### config.mk
export PLATFORM = sky130hd
export DESIGN_NAME = delta_timer_queue
export DESIGN_NICKNAME = d
export VERILOG_FILES = /design/src/hdl/dtq_pkg.sv /design/src/hdl/dtq_front.sv /design/src/hdl/dtq_engine.sv /design/src/hdl/delta_timer_queue.sv
export SDC_FILE = /design/constraint.sdc
export NUM_CORES = 1
export LEC_CHECK = 0
export ABC_AREA = 0
export ABC_CLOCK_PERIOD_IN_PS = 6260
export BUFFER_PORTS_ARGS = -buffer_cell sky130_fd_sc_hd__buf_2
export CAP_MARGIN = 20
export CORE_ASPECT_RATIO = 1.4
export CORE_MARGIN = 10
export CORE_UTILIZATION = 55
export DETAILED_ROUTE_END_ITERATION = 10
export PLACE_DENSITY = 0.77
export RECOVER_POWER = 100
export SYNTH_ARGS = -nofsm -noshare
export SYNTH_HDL_FRONTEND = slang
export SYNTH_HIERARCHICAL = 1
export SYNTH_SLANG_ARGS = --single-unit
### constraint.sdc
create_clock -name clock -period 6.26 [get_ports clock]
set_clock_uncertainty 0.2 [all_clocks]
set_input_delay 0.939 -clock clock [delete_from_list [all_inputs] [get_ports clock]]
set_output_delay 0.939 -clock clock [all_outputs]
set_load 0.005 [all_outputs]
### src/hdl/dtq_pkg.sv
// Shared types and codes for the delta-list timer queue.
// Depends on nothing; every other file of the block refers to it by scoped names.
`default_nettype none

package dtq_pkg;

   typedef enum logic [0:0] {
      OP_INSERT = 1'b0,
      OP_REMOVE = 1'b1
   } op_type;

   typedef enum logic [1:0] {
      ST_DONE      = 2'd0,
      ST_NOT_FOUND = 2'd1,
      ST_FULL      = 2'd2
   } status_type;

   typedef struct packed {
      op_type      op;
      logic [7:0]  task_id;
      logic [15:0] delay;
   } req_type;

   typedef struct packed {
      status_type  status;
      logic        head_valid;
      logic [7:0]  head_id;
      logic [15:0] head_delay;
      logic [4:0]  entry_count;
   } rsp_type;

   // One stored list entry.
   typedef struct packed {
      logic [7:0]  id;
      logic [15:0] delta;
   } entry_type;

   typedef enum logic [2:0] {
      ENG_IDLE,
      ENG_WALK_RD,
      ENG_WALK_CHK,
      ENG_SHIFT_RD,
      ENG_SHIFT_WR,
      ENG_PLACE,
      ENG_FINISH
   } eng_state_type;

   localparam logic [16:0] DELTA_MAX = 17'h0FFFF;

endpackage

`default_nettype wire

### src/hdl/dtq_front.sv
// Front end of the timer queue: a two-entry request queue ahead of the list engine.
// Depends on dtq_pkg for the request type.
`default_nettype none

module dtq_front (
   input  wire logic            clock,
   input  wire logic            reset,
   input  wire logic            push,
   output logic                 full,
   input  wire dtq_pkg::req_type push_data,
   output logic                 cmd_valid,
   output dtq_pkg::req_type     cmd_data,
   input  wire logic            cmd_take
);

   dtq_pkg::req_type slot_ff [2];
   logic       wr_ptr_ff, wr_ptr_in;
   logic       rd_ptr_ff, rd_ptr_in;
   logic [1:0] fill_ff, fill_in;
   logic       do_wr, do_rd;

   assign full      = (fill_ff == 2'd2);
   assign cmd_valid = (fill_ff != 2'd0);
   assign cmd_data  = slot_ff[rd_ptr_ff];
   assign do_wr     = push && !full;
   assign do_rd     = cmd_take && cmd_valid;

   always_comb begin
      wr_ptr_in = wr_ptr_ff ^ do_wr;
      rd_ptr_in = rd_ptr_ff ^ do_rd;
      fill_in   = fill_ff;
      if (do_wr && !do_rd) begin
         fill_in = fill_ff + 2'd1;
      end else if (do_rd && !do_wr) begin
         fill_in = fill_ff - 2'd1;
      end
   end

   always_ff @(posedge clock) begin
      if (reset) begin
         wr_ptr_ff <= 1'b0;
         rd_ptr_ff <= 1'b0;
         fill_ff   <= 2'd0;
      end else begin
         wr_ptr_ff <= wr_ptr_in;
         rd_ptr_ff <= rd_ptr_in;
         fill_ff   <= fill_in;
      end
   end

   always_ff @(posedge clock) begin
      if (do_wr) begin
         slot_ff[wr_ptr_ff] <= push_data;
      end
   end

endmodule

`default_nettype wire

### src/hdl/dtq_engine.sv
// Back end of the timer queue: list memory, walk/shift sequencer and result register.
// Depends on dtq_pkg for entry, request, result and state types.
`default_nettype none

module dtq_engine #(
   parameter int DEPTH = 16
) (
   input  wire logic            clock,
   input  wire logic            reset,
   input  wire logic            cmd_valid,
   input  wire dtq_pkg::req_type cmd_data,
   output logic                 cmd_take,
   output logic                 res_empty,
   input  wire logic            res_pop,
   output dtq_pkg::rsp_type     res_data
);

   localparam int AW = (DEPTH > 1) ? $clog2(DEPTH) : 1;
   localparam int CW = $clog2(DEPTH + 1);
   localparam logic [CW-1:0] DEPTH_C = CW'(DEPTH);
   localparam logic [CW-1:0] ONE_C   = CW'(1);

   dtq_pkg::entry_type mem [DEPTH];

   dtq_pkg::eng_state_type state_ff, state_in;
   dtq_pkg::op_type     op_ff, op_in;
   dtq_pkg::status_type status_ff, status_in;
   logic [7:0]          id_ff, id_in;
   logic [15:0]         rem_ff, rem_in;
   logic [15:0]         save_ff, save_in;
   logic [CW-1:0]       pos_ff, pos_in;
   logic [CW-1:0]       k_ff, k_in;
   logic [CW-1:0]       count_ff, count_in;
   logic                res_valid_ff, res_valid_in;
   dtq_pkg::rsp_type    res_ff, res_in;
   logic [7:0]          head_id_ff;
   logic [15:0]         head_delay_ff;
   dtq_pkg::entry_type  rd_data_ff;

   logic                mem_we;
   logic [AW-1:0]       mem_waddr;
   logic [AW-1:0]       mem_raddr;
   dtq_pkg::entry_type  mem_wdata;
   logic [16:0]         sum;
   logic [CW-1:0]       count_nx;
   logic [CW+4:0]       count_ext;

   assign cmd_take  = (state_ff == dtq_pkg::ENG_IDLE) && cmd_valid && !res_valid_ff;
   assign res_empty = !res_valid_ff;
   assign res_data  = res_ff;
   assign sum       = {1'b0, rd_data_ff.delta} + {1'b0, save_ff};
   assign count_ext = {5'b0, count_nx};

   always_comb begin
      state_in     = state_ff;
      op_in        = op_ff;
      status_in    = status_ff;
      id_in        = id_ff;
      rem_in       = rem_ff;
      save_in      = save_ff;
      pos_in       = pos_ff;
      k_in         = k_ff;
      count_in     = count_ff;
      res_valid_in = res_valid_ff && !res_pop;
      res_in       = res_ff;
      mem_we       = 1'b0;
      mem_waddr    = pos_ff[AW-1:0];
      mem_raddr    = pos_ff[AW-1:0];
      mem_wdata    = '{id: id_ff, delta: rem_ff};
      count_nx     = count_ff;

      case (state_ff)
         dtq_pkg::ENG_IDLE: begin
            if (cmd_take) begin
               op_in     = cmd_data.op;
               id_in     = cmd_data.task_id;
               rem_in    = cmd_data.delay;
               pos_in    = '0;
               status_in = dtq_pkg::ST_DONE;
               if (cmd_data.op == dtq_pkg::OP_INSERT && count_ff == DEPTH_C) begin
                  status_in = dtq_pkg::ST_FULL;
                  state_in  = dtq_pkg::ENG_FINISH;
               end else begin
                  state_in = dtq_pkg::ENG_WALK_RD;
               end
            end
         end
         dtq_pkg::ENG_WALK_RD: begin
            // Ran off the end: append on insert, report a miss on remove.
            if (pos_ff == count_ff) begin
               if (op_ff == dtq_pkg::OP_INSERT) begin
                  state_in = dtq_pkg::ENG_PLACE;
               end else begin
                  status_in = dtq_pkg::ST_NOT_FOUND;
                  state_in  = dtq_pkg::ENG_FINISH;
               end
            end else begin
               mem_raddr = pos_ff[AW-1:0];
               state_in  = dtq_pkg::ENG_WALK_CHK;
            end
         end
         dtq_pkg::ENG_WALK_CHK: begin
            if (op_ff == dtq_pkg::OP_INSERT) begin
               if (rem_ff > rd_data_ff.delta) begin
                  rem_in   = rem_ff - rd_data_ff.delta;
                  pos_in   = pos_ff + ONE_C;
                  state_in = dtq_pkg::ENG_WALK_RD;
               end else begin
                  k_in     = count_ff;
                  state_in = dtq_pkg::ENG_SHIFT_RD;
               end
            end else begin
               if (rd_data_ff.id == id_ff) begin
                  save_in  = rd_data_ff.delta;
                  k_in     = pos_ff;
                  state_in = dtq_pkg::ENG_SHIFT_RD;
               end else begin
                  pos_in   = pos_ff + ONE_C;
                  state_in = dtq_pkg::ENG_WALK_RD;
               end
            end
         end
         dtq_pkg::ENG_SHIFT_RD: begin
            if (op_ff == dtq_pkg::OP_INSERT) begin
               // Open a gap at pos by moving entries up, tail first.
               if (k_ff == pos_ff) begin
                  state_in = dtq_pkg::ENG_PLACE;
               end else begin
                  mem_raddr = k_ff[AW-1:0] - AW'(1);
                  state_in  = dtq_pkg::ENG_SHIFT_WR;
               end
            end else begin
               // Close the gap at pos by moving entries down.
               if (k_ff + ONE_C >= count_ff) begin
                  state_in = dtq_pkg::ENG_FINISH;
               end else begin
                  mem_raddr = k_ff[AW-1:0] + AW'(1);
                  state_in  = dtq_pkg::ENG_SHIFT_WR;
               end
            end
         end
         dtq_pkg::ENG_SHIFT_WR: begin
            mem_we    = 1'b1;
            mem_waddr = k_ff[AW-1:0];
            mem_wdata = rd_data_ff;
            if (op_ff == dtq_pkg::OP_INSERT) begin
               if (k_ff - ONE_C == pos_ff) begin
                  mem_wdata.delta = rd_data_ff.delta - rem_ff;
               end
               k_in = k_ff - ONE_C;
            end else begin
               if (k_ff == pos_ff) begin
                  mem_wdata.delta = (sum > dtq_pkg::DELTA_MAX) ? 16'hFFFF : sum[15:0];
               end
               k_in = k_ff + ONE_C;
            end
            state_in = dtq_pkg::ENG_SHIFT_RD;
         end
         dtq_pkg::ENG_PLACE: begin
            mem_we    = 1'b1;
            mem_waddr = pos_ff[AW-1:0];
            mem_wdata = '{id: id_ff, delta: rem_ff};
            state_in  = dtq_pkg::ENG_FINISH;
         end
         dtq_pkg::ENG_FINISH: begin
            if (status_ff == dtq_pkg::ST_DONE) begin
               count_nx = (op_ff == dtq_pkg::OP_INSERT) ? count_ff + ONE_C : count_ff - ONE_C;
            end
            count_in               = count_nx;
            res_in.status          = status_ff;
            res_in.head_valid      = (count_nx != '0);
            res_in.head_id         = (count_nx != '0) ? head_id_ff : 8'd0;
            res_in.head_delay      = (count_nx != '0) ? head_delay_ff : 16'd0;
            res_in.entry_count     = count_ext[4:0];
            res_valid_in           = 1'b1;
            state_in               = dtq_pkg::ENG_IDLE;
         end
         default: begin
            state_in = dtq_pkg::ENG_IDLE;
         end
      endcase
   end

   always_ff @(posedge clock) begin
      if (reset) begin
         state_ff     <= dtq_pkg::ENG_IDLE;
         count_ff     <= '0;
         res_valid_ff <= 1'b0;
      end else begin
         state_ff     <= state_in;
         count_ff     <= count_in;
         res_valid_ff <= res_valid_in;
      end
   end

   always_ff @(posedge clock) begin
      op_ff     <= op_in;
      status_ff <= status_in;
      id_ff     <= id_in;
      rem_ff    <= rem_in;
      save_ff   <= save_in;
      pos_ff    <= pos_in;
      k_ff      <= k_in;
      res_ff    <= res_in;
   end

   // List storage; head copy follows every write to the first entry.
   always_ff @(posedge clock) begin
      if (mem_we) begin
         mem[mem_waddr] <= mem_wdata;
      end
      rd_data_ff <= mem[mem_raddr];
   end

   always_ff @(posedge clock) begin
      if (mem_we && mem_waddr == '0) begin
         head_id_ff    <= mem_wdata.id;
         head_delay_ff <= mem_wdata.delta;
      end
   end

endmodule

`default_nettype wire

### src/hdl/delta_timer_queue.sv
// Top level of the delta-list timer queue: request queue feeding the list engine.
// Depends on dtq_pkg, dtq_front and dtq_engine.
//
// Usage:
//  - Requests enter through req_push/req_full with req_data (op, task_id, delay).
//    A request is taken on a clock edge with req_push high and req_full low.
//  - Every request yields exactly one result on rsp_data (status, head of list,
//    entry count). It is shown while rsp_empty is low and leaves on an edge with
//    rsp_pop high.
//  - A two-entry request queue decouples the producer from the engine, so new
//    requests are taken while the engine works or while a result waits.
//  - Operation: the engine walks the list one entry at a time (registered memory
//    read, then compare), then moves the entries behind the insert or remove
//    point one at a time (read, write). A refused insert skips the walk and the
//    moves; the next request starts once the result is popped.
//  - The engine starts a request only once the result slot is free, so a stalled
//    consumer backs up into the request queue and then raises req_full.
//  - Reset empties the list and both queues; the list memory needs no clearing
//    pass since only entries below the entry count are ever read.
`default_nettype none

module delta_timer_queue #(
   parameter int DEPTH = 16
) (
   input  wire logic             clock,
   input  wire logic             reset,
   input  wire logic             req_push,
   output logic                  req_full,
   input  wire dtq_pkg::req_type req_data,
   output logic                  rsp_empty,
   input  wire logic             rsp_pop,
   output dtq_pkg::rsp_type      rsp_data
);

   logic             cmd_valid;
   logic             cmd_take;
   dtq_pkg::req_type cmd_data;

   // Hold incoming requests until the engine is free.
   dtq_front u_front (
      .clock     (clock),
      .reset     (reset),
      .push      (req_push),
      .full      (req_full),
      .push_data (req_data),
      .cmd_valid (cmd_valid),
      .cmd_data  (cmd_data),
      .cmd_take  (cmd_take)
   );

   // Walk, shift and report; the result register sits inside the engine.
   dtq_engine #(
      .DEPTH (DEPTH)
   ) u_engine (
      .clock     (clock),
      .reset     (reset),
      .cmd_valid (cmd_valid),
      .cmd_data  (cmd_data),
      .cmd_take  (cmd_take),
      .res_empty (rsp_empty),
      .res_pop   (rsp_pop),
      .res_data  (rsp_data)
   );

endmodule

`default_nettype wire

* Word-level counts from Yosys, hierarchy flattened
Memories as Yosys holds them, arrays and structs flattened. A register that Yosys moved wholly into a read port is not among the register bits.
Cells that the tools add are included.
** Storage, ports and cells
- Register bits :: 122
- RAM bits :: 434
- Input port bits :: 29
- Output and inout bits :: 34
- Logic and storage cells :: 143
- Memories :: 2
** Memories
- u_engine.mem :: depth 16, width 24, rd ports 1, clocked after memory_dff 1, write ports 1, RTL line dtq_engine.sv:23 : dtq_pkg::entry_type mem [DEPTH];
- u_front.slot_ff :: depth 2, width 25, rd ports 1, clocked after memory_dff 1, write ports 1, RTL line dtq_front.sv:16 : dtq_pkg::req_type slot_ff [2];
** Operators by class
- Add/subtract/negate cells :: 12
- Magnitude comparators :: 3
- Equality and inequality tests :: 21
- Multiplexer cells :: 52
- Bitwise gates (word level) :: 3
- Reduce and logical (&&, ||, !) cells :: 30
** Operators by type and width (count)
- 2-to-1 mux 16 bit :: 7
- 2-to-1 mux 5 bit :: 11
- case mux 16 bit (2 select lines) :: 1
- subtractor 16 bit :: 2
- 2-to-1 mux 24 bit :: 1
- 2-to-1 mux 2 bit :: 10
- 2-to-1 mux 4 bit :: 5
- case mux 5 bit (2 select lines) :: 2
- case mux 3 bit (6 select lines) :: 1
- adder 16 x 16 -> 17 bit :: 1
- greater-than comparator 17 x 16 -> 1 bit, second input constant :: 1
- greater-than comparator 16 bit :: 1
- adder 5 x 1 -> 5 bit, second input constant :: 3
- equality test 5 bit :: 3
- 2-to-1 mux 3 bit :: 5
- AND reduction 4 bit :: 3
- nonzero test 2 bit :: 5
- subtractor 5 x 1 -> 5 bit, second input constant :: 2
- equality test 3 bit, second input constant :: 3
- logical AND 1 bit :: 9
- equality test 8 bit :: 1
- 2-to-1 mux 1 bit :: 8
- equality test 3 x 2 -> 1 bit, second input constant :: 2
- inequality test 2 x 1 -> 1 bit, second input constant :: 3
- other kinds (23) :: 31

* Logic depth before layout (Yosys ltp)
Gate-level depths: netlist of the first run.
- Word-level depth :: 7
- Gate-level depth with buffers :: 14
- Gate-level depth less buffers :: 12

* Cells and area by module
Netlist of the first run, hierarchy kept.
** Modules (own cells, without submodules)
- dtq_engine :: times used 1, cells each 1635, area an instance 23613.9 µm², sequential area each 14744.1 µm²
- dtq_front :: times used 1, cells each 99, area an instance 2004.4 µm², sequential area each 1581.5 µm²

* Worst setup path after synthesis of the first run
Ideal clock, no wire load.
- Path type :: register to register
- From :: reg, netlist name u_engine/rd_data_ff[0]
- To :: reg u_engine.head_delay_ff[0] (data pin)
- Library setup time :: 299 ps
- Arrival :: 3083 ps
- Data required time :: 5761 ps
- Setup slack :: 2678 ps
- Stages on the path, launching flop included :: 13
- Path buffers :: 1
- Period minus slack after synthesis :: 3582 ps
- Path through :: dfxtp_1 -> ha_1 -> inv_1 -> fa_1 -> nor2b_1 -> o31a_1 -> o21bai_1 -> a2bb2oi_1 -> a2111o_1 -> o211ai_2 -> buf_2 -> o221ai_1 -> a22oi_1
** RTL lines
- end signal, assigned :: RTL line dtq_engine.sv:218 : head_delay_ff <= mem_wdata.delta;
- end, declared :: RTL line dtq_engine.sv:37 : logic [15:0] head_delay_ff;

* Worst setup path in the final report of the first run
- From :: reg u_engine.k_ff[0]
- To :: reg, netlist name u_engine/rd_data_ff[7]
** Between the ends
- Cells in the longest elaborated chain, start to end :: 5
- Elaborated cells on any way between the ends :: 9
- Classes of those cells :: add/sub (3); order compare (1); eq/ne (1); mux (4)
** Ends and longest elaborated chain
- start, declared :: RTL line dtq_engine.sv:32 : logic [CW-1:0] k_ff, k_in;
- start signal, assigned :: RTL line dtq_engine.sv:203 : k_ff <= k_in;
- adder 5 x 1 -> 5 bit :: RTL line dtq_engine.sv:134 : if (k_ff + ONE_C >= count_ff) begin
- >= comparator 5 bit :: RTL line dtq_engine.sv:134
- 2-to-1 mux 4 bit :: RTL line dtq_engine.sv:134
- 2-to-1 mux 4 bit (*) :: RTL line dtq_engine.sv:124 : if (op_ff == dtq_pkg::OP_INSERT) begin
- 2-to-1 mux 4 bit (*)
Every way passes the cells marked *; elsewhere a longest branch is shown, timed or not.
A chain may end at the register's enable or synchronous reset.

==> results of run 1 <==
-- Yosys cell counts, drive strengths merged (5+ instances only) --
master  instances  area share (%)
clkbuf         28            0.42
nor4            7            0.17
nor3           18            0.35
and2           26            0.63
o21bai          5            0.15
o211ai          5            0.19
nor2b          16            0.39
inv            58            0.85
nor2           81             1.2
o21a            8            0.23
o21ai          58             1.1
a211oi         15            0.49
nand3          15            0.29
a21oi          48            0.95
ha             61             3.0
xor2           36             1.2
buf            55             2.2
o221ai         18            0.62
nand2b         13            0.32
nand4           5            0.18
a31oi          10            0.27
mux2i         368              14
nand2          80             1.2
mux2           27             1.2
a21o           19            0.56
dfxtp          37             2.9
edfxtp        519              61
xnor2          40             1.5
and3            5            0.12
-- flip-flops by register name (all words and copies together), names as in the netlist, 2 cells and up --
| name | count |
|---|---|
| u_engine/head_id_ff | 7 |
| u_engine/state_ff | 3 |
| u_engine/mem | 361 |
| u_engine/head_delay_ff | 16 |
| u_engine/status_ff | 2 |
| u_engine/save_ff | 16 |
| u_front/fill_ff | 2 |
| u_engine/rd_data_ff | 24 |
| u_engine/k_ff | 5 |
| u_engine/pos_ff | 5 |
| u_front/slot_ff | 50 |
| u_engine/res_data | 32 |
| u_engine/count_ff | 5 |
| u_engine/rem_ff | 16 |
| u_engine/id_ff | 8 |
-- logic make-up (layout without fill, tap and decap cells) --
logic type | after synthesis | after routing
compound gates | 218 | 218
flops | 556 | 556
xor+xnor | 76 | 76
buf+inv | 141 | 270
mux | 398 | 398
simple gates | 280 | 280
fa+ha+maj | 65 | 65
-- worst register-to-register path: cells and delay by family (launching register included) --
kind	cells	cell delay (ps)
flip-flops	1	590
AO/OA/AOI/OAI	3	680
AND/OR/NAND/NOR	1	80
buffers and inverters	2	900
adder cells (fa/ha/maj)	2	790
multiplexers	4	1920
-- metal layers --
| layer | global-route usage (%) | share of wire [%] | vias to the layer above |
|---|---|---|---|
| met1 | 22.9 | 40 | 7190 |
| met5 | 0 | 0 | - |
| met3 | 2.79 | 4.8 | 121 |
| li1 | - | - | 6721 |
| met2 | 34.7 | 51 | 423 |
| met4 | 8.56 | 3.9 | 0 |
-- stage by stage --
step / cell area, sq um / instances / utilization (%) / worst slack [ps]
2_1_floorplan: 25600 / 1734 / - / 2680
3_3_place_gp: 26500 / 2375 / 57.5 / 1550
3_5_place_dp: 26500 / 2376 / 57.6 / 1580
4_1_cts: 28200 / 2470 / 61.2 / 1510
5_1_grt: 28000 / 2480 / 60.9 / 702
6_report: 28000 / 2480 / 60.9 / 955
-- power by group --
part	switching (mW)	internal (mW)	total, mW
registers	0.389	4.89	5.28
logic	3.24	2.30	5.54
clock network	1.34	1.76	3.10
total	4.97	8.95	13.9
-- worst min-delay path by stage --
stage	start	to	slack (ps)	cells after the start
3_5_place_dp	u_engine/res_valid_ff	u_engine/res_valid_ff	290	2
3_3_place_gp	u_engine/res_valid_ff	u_engine/res_valid_ff	260	2
6_report	u_engine/res_valid_ff	u_engine/res_valid_ff	290	2
2_1_floorplan	u_engine/status_ff[1]	u_engine/res_data[31]	230	0
4_1_cts	u_engine/res_valid_ff	u_engine/res_valid_ff	300	2
5_1_grt	req_data[4]	u_front/slot_ff[1][4]	320	1
-- cell type report --
class                           instances  area [sq um]
Timing Repair Buffer                  118           608
Tap cell                              617           772
Fill cell                            3525         18000
Sequential cell                       556         16300
Inverter                               58           218
Multi-Input combinational cell       1037          8460
Clock inverter                         23           277
Clock buffer                           71          1380
==> results.cfg, run 1 <==
[placed_design]
io_buffers = 62
gp_congestion = 0.934
dp_hpwl_um = 34200

[setup_path]
r2r_end = u_engine/rd_data_ff[7]
crit_path_start_kind = flip-flop
r2r_start = u_engine/k_ff[0]
path_depth = 12
cp-startpoint = u_engine/k_ff[0]
ff2ff_path_depth = 12
crit_buf_inv = 2
critPathMaxFanout = 18
max_stage_delay_ps = 1400
arrival_ps = 5550
cp_common_cell = mux2i_1
crit_family = multiplexers
critPathKind = flip-flop to flip-flop
cp.required_ps = 6510
rrSetupSlack_ps = 950
path_cells = inv_1, ha_1, ha_1, a31oi_1, o21ai_2, nor2_1, o21ai_1, mux2i_2, clkbuf_1, mux2i_1, mux2i_1, mux2i_1
crit_slowest_cell = mux2i_2
end_kind = flip-flop
crit_end = u_engine/rd_data_ff[7]

[global_routing]
grtUsageTotal_pct = 19.4
grt_overflow_total = 0
antenna_found_initial = 1
first_global_vias = 14700
grt_max_degree = 47
grt_pass1_wl_um = 84200

[clock_tree]
clock_latency_ps = 600
root_buffer = clkbuf_16
cts_inserted_buffers = 51
clk_path_buf_depth = 3
cts_setup_buffers = 0
clk_pin_slew_ps = 60
cts_hold_buf = 0
cts.repair.resized = 0
htree_num_levels = 2
cts.sinks = 556
tritoncts = built

[synth]
ys_types = 75
synth_compound_area_share_pct = 5.68
synth_nets = 1828
synth_enable_flop_cells = 519
async_flop_share_pct = 0
yosys_warnings = 6
synth_top_family_by_area = multiplexers
ys_ff_latch = 556
synthSimpleGateAreaFrac_pct = 5.25
syn_area_sq_um = 25600
synthXorXnorAreaFrac_pct = 2.76
synthAdderAreaFrac_pct = 3.29
synth_top_flop_cell = edfxtp_1
ys_seq_area_share_pct = 63.7
syn_inst = 1734
syn_avg_cell_area_sq_um = 14.8
muxShareOfSynthArea_pct = 15.9

[routing]
drtIter0Drc = 1028
firstDrtPassIters = 5
postRouteAntennaNets = 0
remaining_drc_errors = 0
via_per_inst = 5.83
wl_per_cell_um = 22.0
num_vias = 14500
wl_um = 54600

[finish]
drive_gt1_share_pct = 8.96
synthToLayoutAreaGrowth_pct = 9.46
layout_common_cells = edfxtp_1 (519), mux2i_1 (367), clkbuf_1 (97), nand2_1 (80), nor2_1 (63)
fin_nets = 1916
insertedDiodeCount = 0
final_common_cell = edfxtp_1

[sta]
finalSetupViolCount = 0
setup_tns_ps = 0
fmax_mhz = 188
worst_hold_slack_ps = 294
fin_crit_ps = 5310
period_share_pct = 84.7
tightestPinTransition_ps = 2260
finalHoldViolCount = 0
drv_slew = 493
rsz0062_at_grt = no
slew_headroom_pct = -50.5

[power_and_ir_drop]
leakagePower_nw = 10.2
ir_drop_mv = 0.320
power_mw = 13.9
power_density_nw_per_um2 = 497

[floorplanning]
dieWidth_um = 202
core_area_sq_um = 46100
die-area_sq_um = 55700
ioPinCount = 63
dieHeight_um = 275
initial_core_util_pct = 55.6
num_rows = 93

[job]
cap_viol_max_count = 19

[outcome]
violations = capacitance limit, slew limit
outcome = complete, but fails checks

[worst_hold_path]
min_path_type = flip-flop to flip-flop
Power figures use the tool's default switching activity.
==> inputs of run 2 (changes only) <==
ABC_CLOCK_PERIOD_IN_PS = 4700   (was 6260)
PLACE_DENSITY = 0.79   (was 0.77)
clock period = 4.7 ns   (was 6.26 ns; I/O delays follow)
==> run 2 against run 1 <==
The flow still finishes with violations (capacitance limit, slew limit). Critical path type unchanged. Largest cell class unchanged. Critical endpoint is now u_engine/mem[1][23]. Sequential share of layout area down 0.29 points. Hold slack worse by 190 ps. Combinational power is 37% higher.
==> results.cfg, run 2 (synthesis results as in run 1) <==
[sta]
slew_headroom_pct = -52.1
worst_hold_slack_ps = 107
drv_slew = 278
period_share_pct = 95.6
setup_tns_ps = 0
fin_crit_ps = 4490
finalSetupViolCount = 0
tightestPinTransition_ps = 2280
finalHoldViolCount = 0
rsz0062_at_grt = no
fmax_mhz = 223

[floorplanning]
die-area_sq_um = 55700
ioPinCount = 63
core_area_sq_um = 46100
dieHeight_um = 275
dieWidth_um = 202
num_rows = 93
initial_core_util_pct = 55.6

[setup_path]
end_kind = flip-flop
cp.required_ps = 4720
critPathKind = flip-flop to flip-flop
critPathMaxFanout = 27
crit_path_start_kind = flip-flop
arrival_ps = 4510

[placed_design]
io_buffers = 62
dp_hpwl_um = 35000
gp_congestion = 0.908

[global_routing]
grt_pass1_wl_um = 83900
antenna_found_initial = 0
first_global_vias = 14500
grt_overflow_total = 0
grtUsageTotal_pct = 19.5
grt_max_degree = 57

[finish]
multiInputGateArea_sq_um = 8480
fin_nets = 1931
synthToLayoutAreaGrowth_pct = 10.0
final_common_cell = edfxtp_1
insertedDiodeCount = 0
seq_area_sq_um = 16300
regMostFlops = u_engine/mem
layout_common_cells = edfxtp_1 (519), mux2i_1 (367), nand2_1 (80), clkbuf_1 (68), nor2_1 (65)
final.fill_count = 3496
drive_gt1_share_pct = 11.5
largest_register_ffs = 361

[clock_tree]
htree_num_levels = 2
clock_latency_ps = 590
tritoncts = built
clk_path_buf_depth = 3
cts_inserted_buffers = 51
cts.repair.resized = 0
root_buffer = clkbuf_16
cts_setup_buffers = 0
clk_pin_slew_ps = 60
cts.sinks = 556
cts_hold_buf = 0

[power_and_ir_drop]
combPwrFrac_pct = 40.8
ir_drop_mv = 0.489
p_seq_share_pct = 37.8
intPower_mw = 11.9
p_switching_mw = 6.67
leakagePower_nw = 10.4
power_density_nw_per_um2 = 658
p_sw_share_pct = 36.0
clockPowerShare_pct = 21.3

[routing]
wl_um = 54800
remaining_drc_errors = 0
wl_per_cell_um = 22.0
drtIter0Drc = 1092
firstDrtPassIters = 5
via_per_inst = 5.75
postRouteAntennaNets = 0
num_vias = 14300

[outcome]
violations = capacitance limit, slew limit
outcome = complete, but fails checks

[worst_hold_path]
min_path_type = input port to flip-flop

[job]
cap_viol_max_count = 11
run 2: critical path, cell delays in order, from the launching register on:
cell	delay, ps
dfxtp_1	590
nor2b_1	460
nor2b_2	380
clkbuf_1	1230
a31oi_1	490
nor2_2	240
clkbuf_4	480
run 2: metrics by stage:
| stage | total power, mW | utilization [%] | std cells | instance area [sq um] | worst slack (ps) |
|---|---|---|---|---|---|
| 6_report | 18.5 | 61.2 | 2492 | 28200 | 209 |
| 5_1_grt | 19.6 | 61.2 | 2492 | 28200 | 74.3 |
| 4_1_cts | 18.7 | 61.5 | 2488 | 28300 | 320 |
| 3_5_place_dp | 14.6 | 58.0 | 2397 | 26700 | 384 |
| 3_3_place_gp | 14.5 | 58.0 | 2397 | 26700 | 432 |
| 2_1_floorplan | 13.0 | - | 1734 | 25600 | 1120 |
run 2: per-layer routing:
metal | share of wire, % | track usage (%) | wire, um | up-vias
li1 | - | - | - | 6744
met1 | 39 | 22.9 | 21400 | 7044
met2 | 51 | 34.4 | 27900 | 421
met3 | 5.6 | 3.20 | 3080 | 131
met4 | 4.4 | 8.91 | 2400 | 0
met5 | 0 | 0 | 0 | -
run 2: path summary, 6_finish.rpt:
path / to / from / slack [ps] / cells after the start
max: u_engine/mem[1][23] / u_engine/state_ff[2] / 210 / 6
min: u_front/slot_ff[1][8] / req_data[8] / 110 / 1
max reg2reg: u_engine/mem[1][23] / u_engine/state_ff[2] / 210 / 6
min reg2reg: u_engine/res_valid_ff / u_engine/res_valid_ff / 280 / 2
run 2: power groups by stage:
stage | Combinational (mW) | Clock, mW | Sequential, mW
2_1_floorplan | 6.15 | 0 | 6.81
3_3_place_gp | 7.37 | 0 | 7.09
3_5_place_dp | 7.55 | 0 | 7.10
4_1_cts | 7.62 | 4.04 | 7.00
5_1_grt | 8.29 | 4.24 | 7.06
6_report | 7.57 | 3.95 | 7.01
run 2: layout make-up:
| cell class | instances | area share [%] |
|---|---|---|
| clock buffer | 67 | 4.88 |
| clock inverter | 24 | 0.804 |
| inverter | 58 | 0.772 |
| multi-input combinational | 1037 | 30.1 |
| sequential | 556 | 57.9 |
| tap | 617 | 2.74 |
| timing repair buffer | 133 | 2.80 |
